### config.mk
export PLATFORM = sky130hd
export DESIGN_NAME = rfbs_mul
export DESIGN_NICKNAME = d
export VERILOG_FILES = /design/src/rotating_frame_body_step_macros.svh /design/src/rfbs_pkg.sv /design/src/rfbs_mul.sv
export SDC_FILE = /design/constraint.sdc
export NUM_CORES = 2
export LEC_CHECK = 0
export ABC_AREA = 1
export BUFFER_PORTS_ARGS = -buffer_cell sky130_fd_sc_hd__buf_4
export CAP_MARGIN = 15
export CORE_UTILIZATION = 25
export CTS_BUF_LIST = sky130_fd_sc_hd__clkbuf_8
export CTS_CLUSTER_SIZE = 16
export DETAILED_ROUTE_END_ITERATION = 10
export PLACE_DENSITY = 0.35
export SETUP_SLACK_MARGIN = 0.2
export SYNTH_ARGS = -nofsm -noshare
export SYNTH_HDL_FRONTEND = slang
export SYNTH_SLANG_ARGS = --single-unit
export TNS_END_PERCENT = 100
### constraint.sdc
create_clock -name clk -period 11.1 [get_ports clk]
set_clock_uncertainty 0.1 [all_clocks]
set_input_delay 1.665 -clock clk [delete_from_list [all_inputs] [get_ports clk]]
set_output_delay 1.665 -clock clk [all_outputs]
set_load 0.01 [all_outputs]
### src/rotating_frame_body_step_macros.svh
// ----------------------------------------------------------------------------
// Assertion macros for the rotating-frame body stepper
// Concurrent checks on clk with rst_n as disable; empty for synthesis.
// ----------------------------------------------------------------------------
`ifndef ROTATING_FRAME_BODY_STEP_MACROS_SVH
`define ROTATING_FRAME_BODY_STEP_MACROS_SVH
`ifndef SYNTHESIS
`define RFBS_ASSERT_IMPL(lbl, a, b) lbl: assert property (@(posedge clk) \
    disable iff (!rst_n) (a) |-> (b)) else $error("rfbs check failed");
`define RFBS_ASSERT_NEXT(lbl, a, b) lbl: assert property (@(posedge clk) \
    disable iff (!rst_n) (a) |=> (b)) else $error("rfbs check failed");
`else
`define RFBS_ASSERT_IMPL(lbl, a, b)
`define RFBS_ASSERT_NEXT(lbl, a, b)
`endif
`endif

### src/rfbs_pkg.sv
// ----------------------------------------------------------------------------
// rfbs_pkg
// Widths, constants, request types and helpers for the body stepper.
// ----------------------------------------------------------------------------
`timescale 1ns / 1ps
package rfbs_pkg;

    localparam int CORDIC_STEPS = 24;
    localparam int MUL_W  = 33;
    localparam int PROD_W = 2 * MUL_W;
    localparam int RES_W  = 52;
    localparam int SUM_W  = 56;
    localparam int ANG_W  = 36;
    localparam int CRD_W  = 36;
    localparam int SH_W   = 6;

    localparam logic signed [ANG_W-1:0] ANG_PI      = ANG_W'(64'sd3373259426);
    localparam logic signed [ANG_W-1:0] ANG_HALF_PI = ANG_W'(64'sd1686629713);
    localparam logic signed [MUL_W-1:0] CORDIC_GAIN = MUL_W'(64'sd652032874);

    typedef struct packed {
        logic signed [MUL_W-1:0] a;
        logic signed [MUL_W-1:0] b;
        logic [SH_W-1:0]         sh;
    } mul_req_t;

    typedef struct packed {
        logic                    start;
        logic signed [CRD_W-1:0] x;
        logic signed [CRD_W-1:0] y;
        logic signed [ANG_W-1:0] ang;
    } cord_req_t;

    typedef struct packed {
        logic               done;
        logic signed [31:0] x;
        logic signed [31:0] y;
    } cord_rsp_t;

    function automatic logic signed [31:0] sat32(input logic signed [SUM_W-1:0] v);
        logic signed [SUM_W-1:0] hi;
        logic signed [SUM_W-1:0] lo;
        hi = {{(SUM_W-31){1'b0}}, {31{1'b1}}};
        lo = {{(SUM_W-31){1'b1}}, {31{1'b0}}};
        if (v > hi)
            return hi[31:0];
        else if (v < lo)
            return lo[31:0];
        else
            return v[31:0];
    endfunction

    function automatic logic signed [ANG_W-1:0] atan_val(input logic [4:0] i);
        logic [31:0] t;
        case (i)
            5'd0:  t = 32'h3243F6A8;
            5'd1:  t = 32'h1DAC6705;
            5'd2:  t = 32'h0FADBAFC;
            5'd3:  t = 32'h07F56EA6;
            5'd4:  t = 32'h03FEAB76;
            5'd5:  t = 32'h01FFD55B;
            5'd6:  t = 32'h00FFFAAA;
            5'd7:  t = 32'h007FFF55;
            5'd8:  t = 32'h003FFFEA;
            5'd9:  t = 32'h001FFFFD;
            5'd10: t = 32'h000FFFFF;
            5'd11: t = 32'h0007FFFF;
            5'd12: t = 32'h0003FFFF;
            5'd13: t = 32'h0001FFFF;
            5'd14: t = 32'h0000FFFF;
            5'd15: t = 32'h00007FFF;
            5'd16: t = 32'h00003FFF;
            5'd17: t = 32'h00001FFF;
            5'd18: t = 32'h00000FFF;
            5'd19: t = 32'h000007FF;
            5'd20: t = 32'h000003FF;
            5'd21: t = 32'h000001FF;
            5'd22: t = 32'h000000FF;
            5'd23: t = 32'h0000007F;
            5'd24: t = 32'h0000003F;
            5'd25: t = 32'h0000001F;
            5'd26: t = 32'h0000000F;
            5'd27: t = 32'h00000008;
            5'd28: t = 32'h00000004;
            5'd29: t = 32'h00000002;
            5'd30: t = 32'h00000001;
            default: t = 32'h00000000;
        endcase
        return $signed({{(ANG_W-32){1'b0}}, t});
    endfunction

endpackage

### src/rfbs_mul.sv
// ----------------------------------------------------------------------------
// rfbs_mul
// Shared signed multiplier; registered product, then round-to-nearest
// (ties away from zero) right shift by the requested amount.
// ----------------------------------------------------------------------------
`timescale 1ns / 1ps
module rfbs_mul
    import rfbs_pkg::*;
(
    input  logic                    clk,
    input  mul_req_t                req,
    output logic signed [RES_W-1:0] res
);

    logic signed [MUL_W-1:0]  a_s;
    logic signed [MUL_W-1:0]  b_s;
    logic signed [PROD_W-1:0] prod_next;
    logic signed [PROD_W-1:0] prod_reg;
    logic [SH_W-1:0]          sh_next;
    logic [SH_W-1:0]          sh_reg;
    logic                     neg;
    logic [PROD_W-1:0]        mag;
    logic [PROD_W-1:0]        rnd;
    logic [PROD_W-1:0]        mag_r;

    assign a_s       = req.a;
    assign b_s       = req.b;
    assign prod_next = a_s * b_s;
    assign sh_next   = req.sh;

    always_ff @(posedge clk)
    begin
        prod_reg <= prod_next;
        sh_reg   <= sh_next;
    end

    always_comb
    begin
        neg   = prod_reg[PROD_W-1];
        mag   = neg ? PROD_W'(-prod_reg) : PROD_W'(prod_reg);
        rnd   = (sh_reg == '0) ? '0 : (PROD_W'(1) << (sh_reg - SH_W'(1)));
        mag_r = (mag + rnd) >> sh_reg;
        res   = neg ? -$signed(mag_r[RES_W-1:0]) : $signed(mag_r[RES_W-1:0]);
    end

endmodule

==> impl_metrics.ini <==
[clock_network]
post_cts.repair.setup_buffers = 0
clockBufferDepth = 2
cts.sinks = 72
cts_tree = built
postCtsResizedCells = 0
cts_max_level = 3
clkTransAtPathRegs_ps = 130
cts_inserted_buffers = 9
cts-root-buf = clkbuf_8
postCtsHoldBufs = 0

[synth]
synth_ff_type = dfxtp_1
postSynthNetCount = 9798
async_flop_share_pct = 0
syn_avg_cell_area_um2 = 6.882
syn_inst = 8296
synth_area_um2 = 57090
yosysSeqAreaShare_pct = 2.525
synth_warnings = 0
synth_seq_cells = 72
synth_edf_count = 0
synth_cell_types = 62

[detailed_routing]
vias = 49850
drt-vias-per-instance = 4.479
drt_iter0_drc = 2997
wirelength_um = 233600
drc = 0
ant_nets = 0
drt-pass1-iter-count = 8
wl_per_cell_um = 20.99

[worst_setup_path]
critPathKind = flop to primary output
slowest_stage = nor4_1
cp_max_fo = 5
critPathRequiredTime_ps = 9340
worstPathArrival_ps = 8140
cpMostUsedCell = nand2_1
setup.worst_path.end_class = primary output
critPathLaunchType = flop
crit_path_start = prod_reg[0]
critical-path-max-stage-delay_ps = 570
worstSetupEndpoint = res[15]

[timing]
tightest_slew_ps = 958.2
final_hold_viol_count = 0
max_freq_ghz = 0.1009
drv_slew = 0
period_share_pct = 89.25
slew-limit-headroom_pct = 36.12
tns_ps = 0
finalCriticalPeriod_ps = 9906
setup_viol = 0
rsz0062_at_grt = no

[die]
die_area_um2 = 230300
core_area_um2 = 227300
initial_core_util_pct = 25.12
pin_count = 125
die_w_um = 479.9
fp.dieH_um = 479.9
rows = 175

[layout]
area_delta_synth_final_pct = 6.777
largest_reg_flops = 66
nNetsFinal = 9614
drive_gt1_share_pct = 5.864

[grt]
grt_max_degree = 84
grt-ovfl-total = 0
antenna_found_initial = 6
grt.total_usage_pct = 20.63
grt_pass1_wl_um = 354600
grt_pass1_vias = 54300

[placed_design]
hpwlAfterDp_um = 193800
gp_congestion = 0.9385
portBuffers = 124

[worst_hold_path]
hold_class = input pin to flop

[status]
status = finished, final reports clean

[job]
max-cap-violations = 0
-- layout by cell type (no fill, tap or decap), types with 7 or more instances in the layout --
| cell | n |
|---|---|
| or2_2 | 13 |
| o21a_1 | 7 |
| nand2_2 | 66 |
| nand3_2 | 53 |
| nor3_2 | 15 |
| o211ai_1 | 8 |
| nor3_1 | 28 |
| nor2_4 | 13 |
| nand2_1 | 2304 |
| fa_1 | 1146 |
| nand3_1 | 640 |
| dfxtp_1 | 67 |
| o21ai_0 | 81 |
| xnor2_1 | 59 |
| nand3b_1 | 13 |
| xor2_1 | 125 |
| o21ai_1 | 14 |
| a31oi_1 | 31 |
| buf_4 | 168 |
| nor2_2 | 64 |
| nor2_1 | 382 |
| inv_1 | 2220 |
| a21oi_1 | 129 |
| inv_2 | 37 |
| nand4_1 | 51 |
| ha_1 | 283 |
| clkbuf_8 | 9 |
-- kinds of logic after synthesis --
logic type / after synthesis / share of synthesized area (%)
buffers and inverters: 2628 / 17.39
AO/OA/AOI/OAI: 311 / 3.136
multiplexers: 2 / 0.03507
XOR/XNOR: 184 / 2.823
adder cells (fa/ha/maj): 1429 / 46.39
other: 1 / 0.006569
AND/OR/NAND/NOR: 3669 / 27.70
flip-flops: 72 / 2.525
-- worst min-delay path by stage --
| stage | from | endpoint | slack [ps] | cells after the start |
|---|---|---|---|---|
| finish | req[4] | sh_reg[4] | 1180 | 1 |
| global route | req[4] | sh_reg[4] | 1170 | 1 |
| CTS | req[4] | sh_reg[4] | 1130 | 1 |
| detailed placement | req[5] | sh_reg[5] | 1670 | 1 |
| global placement | req[3] | sh_reg[3] | 1670 | 1 |
| floorplan | req[0] | sh_reg[0] | 1590 | 0 |
-- cells in the mapped netlist, drive strengths merged (2+ instances only) --
| library cell | n | area, um2 |
|---|---|---|
| nand2 | 2376 | 9129 |
| inv | 2256 | 8468 |
| fa | 1146 | 22940 |
| nand3 | 695 | 3769 |
| nor2 | 460 | 1998 |
| clkbuf | 300 | 1126 |
| ha | 283 | 3541 |
| a21oi | 133 | 688.2 |
| xor2 | 125 | 1095 |
| o21ai | 99 | 510.5 |
| dfxtp | 72 | 1441 |
| buf | 64 | 302.8 |
| xnor2 | 59 | 516.8 |
| nand4 | 51 | 319.1 |
| nor3 | 44 | 306.5 |
| a31oi | 31 | 193.9 |
| or2 | 18 | 112.6 |
| nand3b | 13 | 97.59 |
| a21boi | 8 | 67.56 |
| clkinv | 8 | 31.28 |
| o211ai | 8 | 60.06 |
| o21a | 7 | 52.55 |
| o21bai | 6 | 56.31 |
| o31ai | 6 | 50.05 |
| nor4 | 5 | 31.28 |
| o221ai | 5 | 43.79 |
| and2 | 3 | 20.02 |
| and3 | 2 | 12.51 |
| mux2i | 2 | 20.02 |
| o2111ai | 2 | 17.52 |
-- cell type report --
type,count,area (um2)
Clock buffer,9,123.9
Antenna cell,3,7.507
Tap cell,3009,3765
Clock inverter,7,108.9
Timing Repair Buffer,169,1281
Sequential cell,72,1450
Inverter,2264,8499
Multi-Input combinational cell,5596,45720
Fill cell,25610,166300
-- through the flow --
stage / instance area (um2) / hold slack [ps] / utilization (%) / std cells / setup WS, ps
finish: 60960 / 1179 / 26.82 / 11130 / 1194
global route: 60960 / 1165 / 26.82 / 11130 / 369.0
CTS: 60950 / 1135 / 26.82 / 11130 / 1172
detailed placement: 60720 / 1671 / 26.72 / 11110 / 1029
global placement: 60720 / 1671 / 26.72 / 11110 / 1044
floorplan: 57090 / 1593 / - / 8296 / 2221
-- critical path, delay by kind of cell (launching register included) --
family	cells	cell delay (ps)
AO/OA/AOI/OAI	5	1420
XOR/XNOR	2	610
adder cells (fa/ha/maj)	2	490
buffers and inverters	6	560
flip-flops	1	350
AND/OR/NAND/NOR	25	4300
-- routing by layer --
layer	global-route usage (%)	vias up	share of wire, %
li1	-	23550	-
met1	27.48	25120	46
met2	36.55	994	49
met3	1.070	187	3.0
met4	4.615	2	2.2
met5	0	-	0.0039
Power is not shown: default switching activity piles up to over one toggle a cycle in this logic, so the estimate is an artifact.
