### config.mk
export PLATFORM = sky130hd
export DESIGN_NAME = rfbs_cordic
export DESIGN_NICKNAME = d
export VERILOG_FILES = /design/src/rotating_frame_body_step_macros.svh /design/src/rfbs_pkg.sv /design/src/rfbs_cordic.sv
export SDC_FILE = /design/constraint.sdc
export NUM_CORES = 1
export LEC_CHECK = 0
export BUFFER_PORTS_ARGS = -buffer_cell sky130_fd_sc_hd__buf_2
export CAP_MARGIN = 10
export CELL_PAD_IN_SITES_DETAIL_PLACEMENT = 1
export CELL_PAD_IN_SITES_GLOBAL_PLACEMENT = 2
export CORE_ASPECT_RATIO = 1.4
export CORE_MARGIN = 2
export CORE_UTILIZATION = 41
export CTS_BUF_LIST = sky130_fd_sc_hd__clkbuf_4
export DETAILED_ROUTE_END_ITERATION = 6
export PLACE_DENSITY = 0.88
export SLEW_MARGIN = 20
export SYNTH_ARGS = -nofsm -noshare
export SYNTH_HDL_FRONTEND = slang
export SYNTH_SLANG_ARGS = --single-unit
### constraint.sdc
create_clock -name clk -period 18.4 [get_ports clk]
set_input_delay 1.84 -clock clk [delete_from_list [all_inputs] [get_ports clk]]
set_output_delay 1.84 -clock clk [all_outputs]
set_load 0.005 [all_outputs]
### src/rotating_frame_body_step_macros.svh
// ----------------------------------------------------------------------------
// Assertion macros for the rotating-frame body stepper
// Concurrent checks on clk with rst_n as disable; empty for synthesis.
// ----------------------------------------------------------------------------
`ifndef ROTATING_FRAME_BODY_STEP_MACROS_SVH
`define ROTATING_FRAME_BODY_STEP_MACROS_SVH
`ifndef SYNTHESIS
`define RFBS_ASSERT_IMPL(lbl, a, b) lbl: assert property (@(posedge clk) \
    disable iff (!rst_n) (a) |-> (b)) else $error("rfbs check failed");
`define RFBS_ASSERT_NEXT(lbl, a, b) lbl: assert property (@(posedge clk) \
    disable iff (!rst_n) (a) |=> (b)) else $error("rfbs check failed");
`else
`define RFBS_ASSERT_IMPL(lbl, a, b)
`define RFBS_ASSERT_NEXT(lbl, a, b)
`endif
`endif

### src/rfbs_pkg.sv
// ----------------------------------------------------------------------------
// rfbs_pkg
// Widths, constants, request types and helpers for the body stepper.
// ----------------------------------------------------------------------------
`timescale 1ns / 1ps
package rfbs_pkg;

    localparam int CORDIC_STEPS = 24;
    localparam int MUL_W  = 33;
    localparam int PROD_W = 2 * MUL_W;
    localparam int RES_W  = 52;
    localparam int SUM_W  = 56;
    localparam int ANG_W  = 36;
    localparam int CRD_W  = 36;
    localparam int SH_W   = 6;

    localparam logic signed [ANG_W-1:0] ANG_PI      = ANG_W'(64'sd3373259426);
    localparam logic signed [ANG_W-1:0] ANG_HALF_PI = ANG_W'(64'sd1686629713);
    localparam logic signed [MUL_W-1:0] CORDIC_GAIN = MUL_W'(64'sd652032874);

    typedef struct packed {
        logic signed [MUL_W-1:0] a;
        logic signed [MUL_W-1:0] b;
        logic [SH_W-1:0]         sh;
    } mul_req_t;

    typedef struct packed {
        logic                    start;
        logic signed [CRD_W-1:0] x;
        logic signed [CRD_W-1:0] y;
        logic signed [ANG_W-1:0] ang;
    } cord_req_t;

    typedef struct packed {
        logic               done;
        logic signed [31:0] x;
        logic signed [31:0] y;
    } cord_rsp_t;

    function automatic logic signed [31:0] sat32(input logic signed [SUM_W-1:0] v);
        logic signed [SUM_W-1:0] hi;
        logic signed [SUM_W-1:0] lo;
        hi = {{(SUM_W-31){1'b0}}, {31{1'b1}}};
        lo = {{(SUM_W-31){1'b1}}, {31{1'b0}}};
        if (v > hi)
            return hi[31:0];
        else if (v < lo)
            return lo[31:0];
        else
            return v[31:0];
    endfunction

    function automatic logic signed [ANG_W-1:0] atan_val(input logic [4:0] i);
        logic [31:0] t;
        case (i)
            5'd0:  t = 32'h3243F6A8;
            5'd1:  t = 32'h1DAC6705;
            5'd2:  t = 32'h0FADBAFC;
            5'd3:  t = 32'h07F56EA6;
            5'd4:  t = 32'h03FEAB76;
            5'd5:  t = 32'h01FFD55B;
            5'd6:  t = 32'h00FFFAAA;
            5'd7:  t = 32'h007FFF55;
            5'd8:  t = 32'h003FFFEA;
            5'd9:  t = 32'h001FFFFD;
            5'd10: t = 32'h000FFFFF;
            5'd11: t = 32'h0007FFFF;
            5'd12: t = 32'h0003FFFF;
            5'd13: t = 32'h0001FFFF;
            5'd14: t = 32'h0000FFFF;
            5'd15: t = 32'h00007FFF;
            5'd16: t = 32'h00003FFF;
            5'd17: t = 32'h00001FFF;
            5'd18: t = 32'h00000FFF;
            5'd19: t = 32'h000007FF;
            5'd20: t = 32'h000003FF;
            5'd21: t = 32'h000001FF;
            5'd22: t = 32'h000000FF;
            5'd23: t = 32'h0000007F;
            5'd24: t = 32'h0000003F;
            5'd25: t = 32'h0000001F;
            5'd26: t = 32'h0000000F;
            5'd27: t = 32'h00000008;
            5'd28: t = 32'h00000004;
            5'd29: t = 32'h00000002;
            5'd30: t = 32'h00000001;
            default: t = 32'h00000000;
        endcase
        return $signed({{(ANG_W-32){1'b0}}, t});
    endfunction

endpackage

### src/rfbs_cordic.sv
// ----------------------------------------------------------------------------
// rfbs_cordic
// Iterative z-rotation: folds the angle into +-pi/2, then one micro-rotation
// per cycle; output clamped to 32 bits.
// ----------------------------------------------------------------------------
`timescale 1ns / 1ps
module rfbs_cordic
    import rfbs_pkg::*;
(
    input  logic      clk,
    input  logic      rst_n,
    input  cord_req_t req,
    output cord_rsp_t rsp
);

    localparam logic [1:0] C_IDLE = 2'd0;
    localparam logic [1:0] C_RED  = 2'd1;
    localparam logic [1:0] C_ITER = 2'd2;

    logic [1:0]              cst_reg,  cst_next;
    logic [5:0]              i_reg,    i_next;
    logic                    done_reg, done_next;
    logic signed [CRD_W-1:0] x_reg,    x_next;
    logic signed [CRD_W-1:0] y_reg,    y_next;
    logic signed [ANG_W-1:0] ang_reg,  ang_next;

    always_comb
    begin
        cst_next  = cst_reg;
        i_next    = i_reg;
        done_next = 1'b0;
        x_next    = x_reg;
        y_next    = y_reg;
        ang_next  = ang_reg;
        case (cst_reg)
            C_IDLE:
            begin
                if (req.start)
                begin
                    x_next   = req.x;
                    y_next   = req.y;
                    ang_next = req.ang;
                    cst_next = C_RED;
                end
            end
            C_RED:
            begin
                if (ang_reg > ANG_HALF_PI)
                begin
                    ang_next = ang_reg - ANG_PI;
                    x_next   = -x_reg;
                    y_next   = -y_reg;
                end
                else if (ang_reg < -ANG_HALF_PI)
                begin
                    ang_next = ang_reg + ANG_PI;
                    x_next   = -x_reg;
                    y_next   = -y_reg;
                end
                else
                begin
                    i_next   = '0;
                    cst_next = C_ITER;
                end
            end
            C_ITER:
            begin
                if (ang_reg >= 0)
                begin
                    x_next   = x_reg - (y_reg >>> i_reg[4:0]);
                    y_next   = y_reg + (x_reg >>> i_reg[4:0]);
                    ang_next = ang_reg - atan_val(i_reg[4:0]);
                end
                else
                begin
                    x_next   = x_reg + (y_reg >>> i_reg[4:0]);
                    y_next   = y_reg - (x_reg >>> i_reg[4:0]);
                    ang_next = ang_reg + atan_val(i_reg[4:0]);
                end
                i_next = i_reg + 6'd1;
                if (i_reg == 6'(CORDIC_STEPS - 1))
                begin
                    cst_next  = C_IDLE;
                    done_next = 1'b1;
                end
            end
            default:
            begin
                cst_next = C_IDLE;
            end
        endcase
    end

    always_ff @(posedge clk or negedge rst_n)
    begin
        if (!rst_n)
        begin
            cst_reg  <= C_IDLE;
            i_reg    <= '0;
            done_reg <= 1'b0;
        end
        else
        begin
            cst_reg  <= cst_next;
            i_reg    <= i_next;
            done_reg <= done_next;
        end
    end

    always_ff @(posedge clk)
    begin
        x_reg   <= x_next;
        y_reg   <= y_next;
        ang_reg <= ang_next;
    end

    assign rsp.done = done_reg;
    assign rsp.x    = sat32(SUM_W'(x_reg));
    assign rsp.y    = sat32(SUM_W'(y_reg));

endmodule

==> flow_summary.json, run 1 <==
{
  "synthArstFlopShare": 0.0769,
  "port_buffers": 175,
  "fin_tns_setup_ns": 0,
  "ys_warn_count": 0,
  "hp-class": "reg2reg",
  "placedInstanceArea_sq_um": 23400,
  "slowest_stage": "dfrtp_4",
  "ios": 176,
  "synth-main-ff-cell": "edfxtp_1",
  "crit_chain": "buf_4 -> mux4_2 -> nand2_1 -> o21ai_1 -> a211oi_4 -> nand4_2 -> or4_4 -> or2_2 -> o31ai_1 -> xor2_1 -> ha_1 -> nand2_1 -> o21ai_0 -> o211ai_1 -> a21boi_0 -> o41ai_1 -> o31ai_1 -> nand4_1 -> a311oi_1 -> xor2_1 -> a221oi_1 -> nor2_1",
  "cts_setup_buffers": 0,
  "finClkSkew_ns": 0.0251,
  "first_pass_iters": 5,
  "path_max_fanout": 53,
  "die_y_um": 279,
  "dieArea_sq_um": 56100,
  "cts_resized": 0,
  "stdcell_count": 3503,
  "clockBufferDepth": 2,
  "arrival_ns": 8.34,
  "grt_busiest_layer": "met2",
  "cts_made_buffers": 17,
  "synth_nets": 3015,
  "ys_seq_area_frac": 0.156,
  "final_common_cell": "nor2_1",
  "antenna_found_initial": 4,
  "drt_wl_total_mm": 91.0,
  "clock_tree.htree_level_count": 4,
  "postSynthCellCount": 2745,
  "yosys-top-cells-area": "edfxtp_1, mux4_2, ha_1",
  "drive_gt1_frac": 0.153,
  "grt_pass1_wl_mm": 140,
  "cp.required_ns": 18.89,
  "clk_latency_ns": 0.72,
  "rsz0062_at_grt": "no",
  "ys_seq_elements": 117,
  "use_met3": 0.0419,
  "final_cell_mix": "nor2_1, nand2_1, a21oi_1",
  "drv_cap": 0,
  "hold_viol_final": 0,
  "die_w_um": 201,
  "initial_core_util": 0.412,
  "ys_types": 98,
  "worstMarginPinSlew_ns": 1.14,
  "grtUsageMet1": 0.344,
  "synth_area_leader_cell": "edfxtp_1",
  "post_drt_wl_per_cell_um": 26.0,
  "place_inst": 3465,
  "grt_use_total": 0.320,
  "synth_area_per_cell_sq_um": 8.10,
  "worstSetupPathType": "reg2reg",
  "via_per_inst": 6.50,
  "coreArea_sq_um": 54000,
  "gp_congestion": 0.956,
  "clock.fmax_ghz": 0.127,
  "post-route-period-util": 0.427,
  "netlist_area_sq_um": 22200,
  "grt_pass1_vias": 23800,
  "seq_area_sq_um": 3480,
  "fin_nets": 3033,
  "hpwl_mm": 70.3,
  "grt_max_degree": 75,
  "fin_area_sq_um": 23700,
  "drtAntennaViolNets": 0,
  "startpoint_type": "register",
  "finalMaxSlewViolations": 0,
  "end_kind": "register",
  "cts_hold_buf": 0,
  "finalSetupViolations": 0,
  "clock-root-buffer": "clkbuf_4",
  "cts.clk_slew.worst_paths_ns": 0.13,
  "outcome": "finished, final reports clean",
  "met2_usage": 0.599,
  "area.growth.synth_to_final_pct": 6.47,
  "gr-total-overflow": 0,
  "synth_edf_count": 108,
  "fin_crit_ns": 7.85,
  "drt_iter0_markers": 1420,
  "maxSlewHeadroom": 0.237,
  "vias": 22800,
  "drcViolationCount": 0,
  "cpPeakStageDelay_ns": 0.90,
  "filler_cell_count": 6677,
  "rows": 101,
  "cts_tree": "done",
  "hold_slack_ns": 0.557,
  "clkSinkCount": 117,
  "yosysTopAreaCellShare": 0.146,
  "multi_input_area_sq_um": 17600
}
==> synthesized netlist by cell type (all sizes together) (73+ instances only) <==
library cell  number
xnor2            166
edfxtp           108
a21o              81
a221oi            75
a21oi            188
o21a              88
ha               155
mux4              91
o21ai            151
xor2             101
clkbuf           141
nand2            197
inv               73
nor2             334
==> cells by family (layout without fill, tap and decap cells) <==
group,Yosys count,after routing,synth area share
flip-flops,117,117,0.156
AO/OA/AOI/OAI,891,891,0.278
AND/OR/NAND/NOR,835,835,0.176
buffers and inverters,286,317,0.0554
adder cells (fa/ha/maj),159,159,0.0909
other,0,6,0
XOR/XNOR,267,267,0.105
multiplexers,190,190,0.139
==> layout make-up <==
type,instances,share of cell area
Timing Repair Buffer,211,0.0484
Clock inverter,13,0.00492
Tap cell,721,0.0381
Inverter,74,0.0117
Multi-Input combinational cell,2342,0.743
Clock buffer,19,0.00603
Sequential cell,117,0.147
Antenna cell,6,0.000635
==> layer usage <==
layer | routed length [um] | part of all wire | up-vias
met1 | 34200 | 0.38 | 11300
met4 | 5380 | 0.059 | 0
met3 | 3700 | 0.041 | 250
met5 | 0 | 0 | -
met2 | 47700 | 0.52 | 758
li1 | - | - | 10400
==> path summary, 6_finish.rpt <==
path                                      start                endpoint  slack [ns]  cells after the start
setup / recovery           i_reg[0]$_DFFE_PN0P_     x_reg[33]$_DFFE_PP_       10.55                     22
hold / removal             i_reg[5]$_DFFE_PN0P_      done_reg$_DFF_PN0_        0.56                      1
setup reg to reg           i_reg[0]$_DFFE_PN0P_     x_reg[33]$_DFFE_PP_       10.55                     22
hold reg to reg            i_reg[5]$_DFFE_PN0P_      done_reg$_DFF_PN0_        0.56                      1
max in group asynchronous                 rst_n    i_reg[2]$_DFFE_PN0P_       17.22                      1
min in group asynchronous                 rst_n  cst_reg[1]$_DFFE_PN0P_        0.97                      1
==> critical path: cells and delay by family, from the launching register on <==
kind            cells  cell delay (ns)
compound gates     10             3.17
xor+xnor            2             0.24
fa+ha+maj           1             0.38
buf+inv             1             0.71
flops               1             0.90
mux                 1             0.64
simple gates        7             1.55
==> per-stage QoR <==
step / worst slack, ns / util
final: 10.55 / 0.438
after global routing: 9.87 / 0.438
after CTS: 10.49 / 0.438
after detailed placement: 10.55 / 0.433
after global placement: 10.89 / 0.433
after floorplan: 7.91 / -
Power of run 1 is left out: the tool's default activity adds up to more than one toggle a clock period on the data nets, which glitch-free logic cannot reach.
==> run 2, diff against run 1 <==
- CORE_UTILIZATION: 41 -> 35
- PLACE_DENSITY: 0.88 -> 0.8
- clock period: 18.4 -> 6.77 ns (I/O delays scaled with it)
==> flow_summary.json, run 2 (synthesis gave the netlist of run 1 again) <==
{
  "worstReg2RegEnd": "x_reg[33]$_DFFE_PP_",
  "fin_nets": 3336,
  "end_kind": "register",
  "outcome": "finished, final reports clean",
  "grt_pass1_vias": 25600,
  "hpwl_mm": 82.5,
  "worstSetupPathType": "reg2reg",
  "reg2reg_slack_ns": 0.24,
  "hold_viol_final": 0,
  "coreArea_sq_um": 63000,
  "placedInstanceArea_sq_um": 25700,
  "first_pass_iters": 7,
  "via_per_inst": 6.13,
  "grt_use_total": 0.315,
  "crit_chain": "buf_12 -> buf_4 -> mux4_2 -> mux2i_1 -> o22ai_1 -> a211oi_4 -> nand4_4 -> or4_4 -> or2_2 -> o31ai_1 -> xor2_1 -> ha_1 -> and4_1 -> o21a_1 -> o211ai_1 -> a21boi_0 -> o41ai_1 -> buf_4 -> o31ai_4 -> nand4_1 -> a311oi_2 -> xor2_1 -> a221oi_2 -> nor2_1",
  "worstMarginPinSlew_ns": 1.06,
  "clkSinkCount": 117,
  "hold_path_depth": 3,
  "dieArea_sq_um": 65600,
  "rows": 109,
  "arrival_ns": 7.09,
  "finalMaxSlewViolations": 0,
  "drt_iter0_markers": 1278,
  "path_max_fanout": 4,
  "die_w_um": 217,
  "cp.required_ns": 7.33,
  "min-delay-start": "req[108]",
  "clock_tree.htree_level_count": 4,
  "fin_area_sq_um": 26300,
  "maxSlewHeadroom": 0.275,
  "drive_gt1_frac": 0.240,
  "post-route-period-util": 0.964,
  "cts.clk_slew.worst_paths_ns": 0.13,
  "clk_latency_ns": 0.81,
  "critical_path_depth": 24,
  "rr_worst_depth": 24,
  "antenna_found_initial": 4,
  "finalSetupViolations": 0,
  "ios": 176,
  "clock.fmax_ghz": 0.153,
  "finClkSkew_ns": 0.0371,
  "fin_crit_ns": 6.53,
  "gp_congestion": 1.01,
  "startpoint_type": "register",
  "final_core_util": 0.418,
  "drtAntennaViolNets": 0,
  "area.growth.synth_to_final_pct": 18.6,
  "clockBufferDepth": 2,
  "cpPeakStageDelay_ns": 0.56,
  "port_buffers": 175,
  "vias": 24000,
  "min_to": "cst_reg[0]$_DFFE_PN0P_",
  "cts_made_buffers": 17,
  "critical_path_buf_inv_count": 3,
  "grt_max_degree": 108,
  "hp-class": "in2reg",
  "critPathTopFamily": "compound AO/OA/AOI/OAI gates",
  "clock-root-buffer": "clkbuf_4",
  "grt_pass1_wl_mm": 157,
  "initial_core_util": 0.353,
  "die_y_um": 302,
  "post_drt_wl_per_cell_um": 26.9,
  "drt_wl_total_mm": 105,
  "final_cell_mix": "nor2_1, buf_4, nand2_1",
  "cts_tree": "done",
  "gr-total-overflow": 0,
  "slowest_stage": "or4_4",
  "final_common_cell": "nor2_1",
  "drcViolationCount": 0,
  "drv_cap": 0,
  "r2r-start": "i_reg[1]$_DFFE_PN0P_"
}
## run 2: changes by cell type in the layout (fill, tap and decap cells not counted), sizes merged
cell         change
buf            +302
clkbuf           -1
clkinv           -1
clkinvlp         +1
diode            +1
dlygate4sd3      +1
inv              +1
## run 2: layer usage
metal	GRT usage	up-vias	share of wire
met1	0.334	12100	0.38
met2	0.588	626	0.52
met3	0.0426	260	0.036
met5	0	-	0.00010
li1	-	11000	-
met4	0.197	2	0.068
## run 2: per-stage QoR
| stage | std cells | TNS [ns] | hold slack, ns | worst slack [ns] |
|---|---|---|---|---|
| after floorplan | 2745 | 0 | 0.381 | 0.0937 |
| after global placement | 3857 | 0 | 0.494 | 0.135 |
| after detailed placement | 3857 | -0.208 | 0.503 | -0.104 |
| after CTS | 3891 | 0 | 0.0590 | 0.00246 |
| after global routing | 3917 | -0.00583 | 0.0816 | -0.00522 |
| final | 3918 | 0 | 0.145 | 0.244 |
## run 2: final cells by class
class / instances / area [sq um]
fill: 7670 / 36700
multi-input combinational: 2342 / 17600
timing repair buffer: 514 / 3600
sequential: 117 / 3480
tap: 832 / 1040
inverter: 74 / 278
clock inverter: 14 / 136
clock buffer: 18 / 135
antenna: 7 / 17.5
## run 2: worst max-delay path by stage
stage	startpoint	endpoint
2_1_floorplan	ang_reg[1]$_DFFE_PP_	ang_reg[10]$_DFFE_PP_
3_3_place_gp	i_reg[1]$_DFFE_PN0P_	y_reg[33]$_DFFE_PP_
3_5_place_dp	i_reg[1]$_DFFE_PN0P_	x_reg[35]$_DFFE_PP_
4_1_cts	i_reg[1]$_DFFE_PN0P_	x_reg[33]$_DFFE_PP_
5_1_grt	i_reg[1]$_DFFE_PN0P_	y_reg[35]$_DFFE_PP_
6_report	i_reg[1]$_DFFE_PN0P_	x_reg[33]$_DFFE_PP_
## run 2: worst reg2reg max path: stages (launching register included)
cell,delay [ns]
dfrtp_4,0.54
buf_12,0.16
buf_4,0.14
mux4_2,0.44
mux2i_1,0.36
o22ai_1,0.24
a211oi_4,0.27
nand4_4,0.18
or4_4,0.56
or2_2,0.31
o31ai_1,0.32
xor2_1,0.13
ha_1,0.37
and4_1,0.22
o21a_1,0.12
o211ai_1,0.09
a21boi_0,0.19
o41ai_1,0.13
buf_4,0.17
o31ai_4,0.28
nand4_1,0.21
a311oi_2,0.39
xor2_1,0.14
a221oi_2,0.29
nor2_1,0.06
## run 2: what timing repair did
item	4_1_cts	5_1_grt
resized for setup	0	14
pin swaps	0	1
setup endpoints to repair	3	11
buffers inserted	1	20
hold buffers	1	0
hold endpoints to repair	9	0
cloned	0	0
Power of run 2 is left out for the same reason.
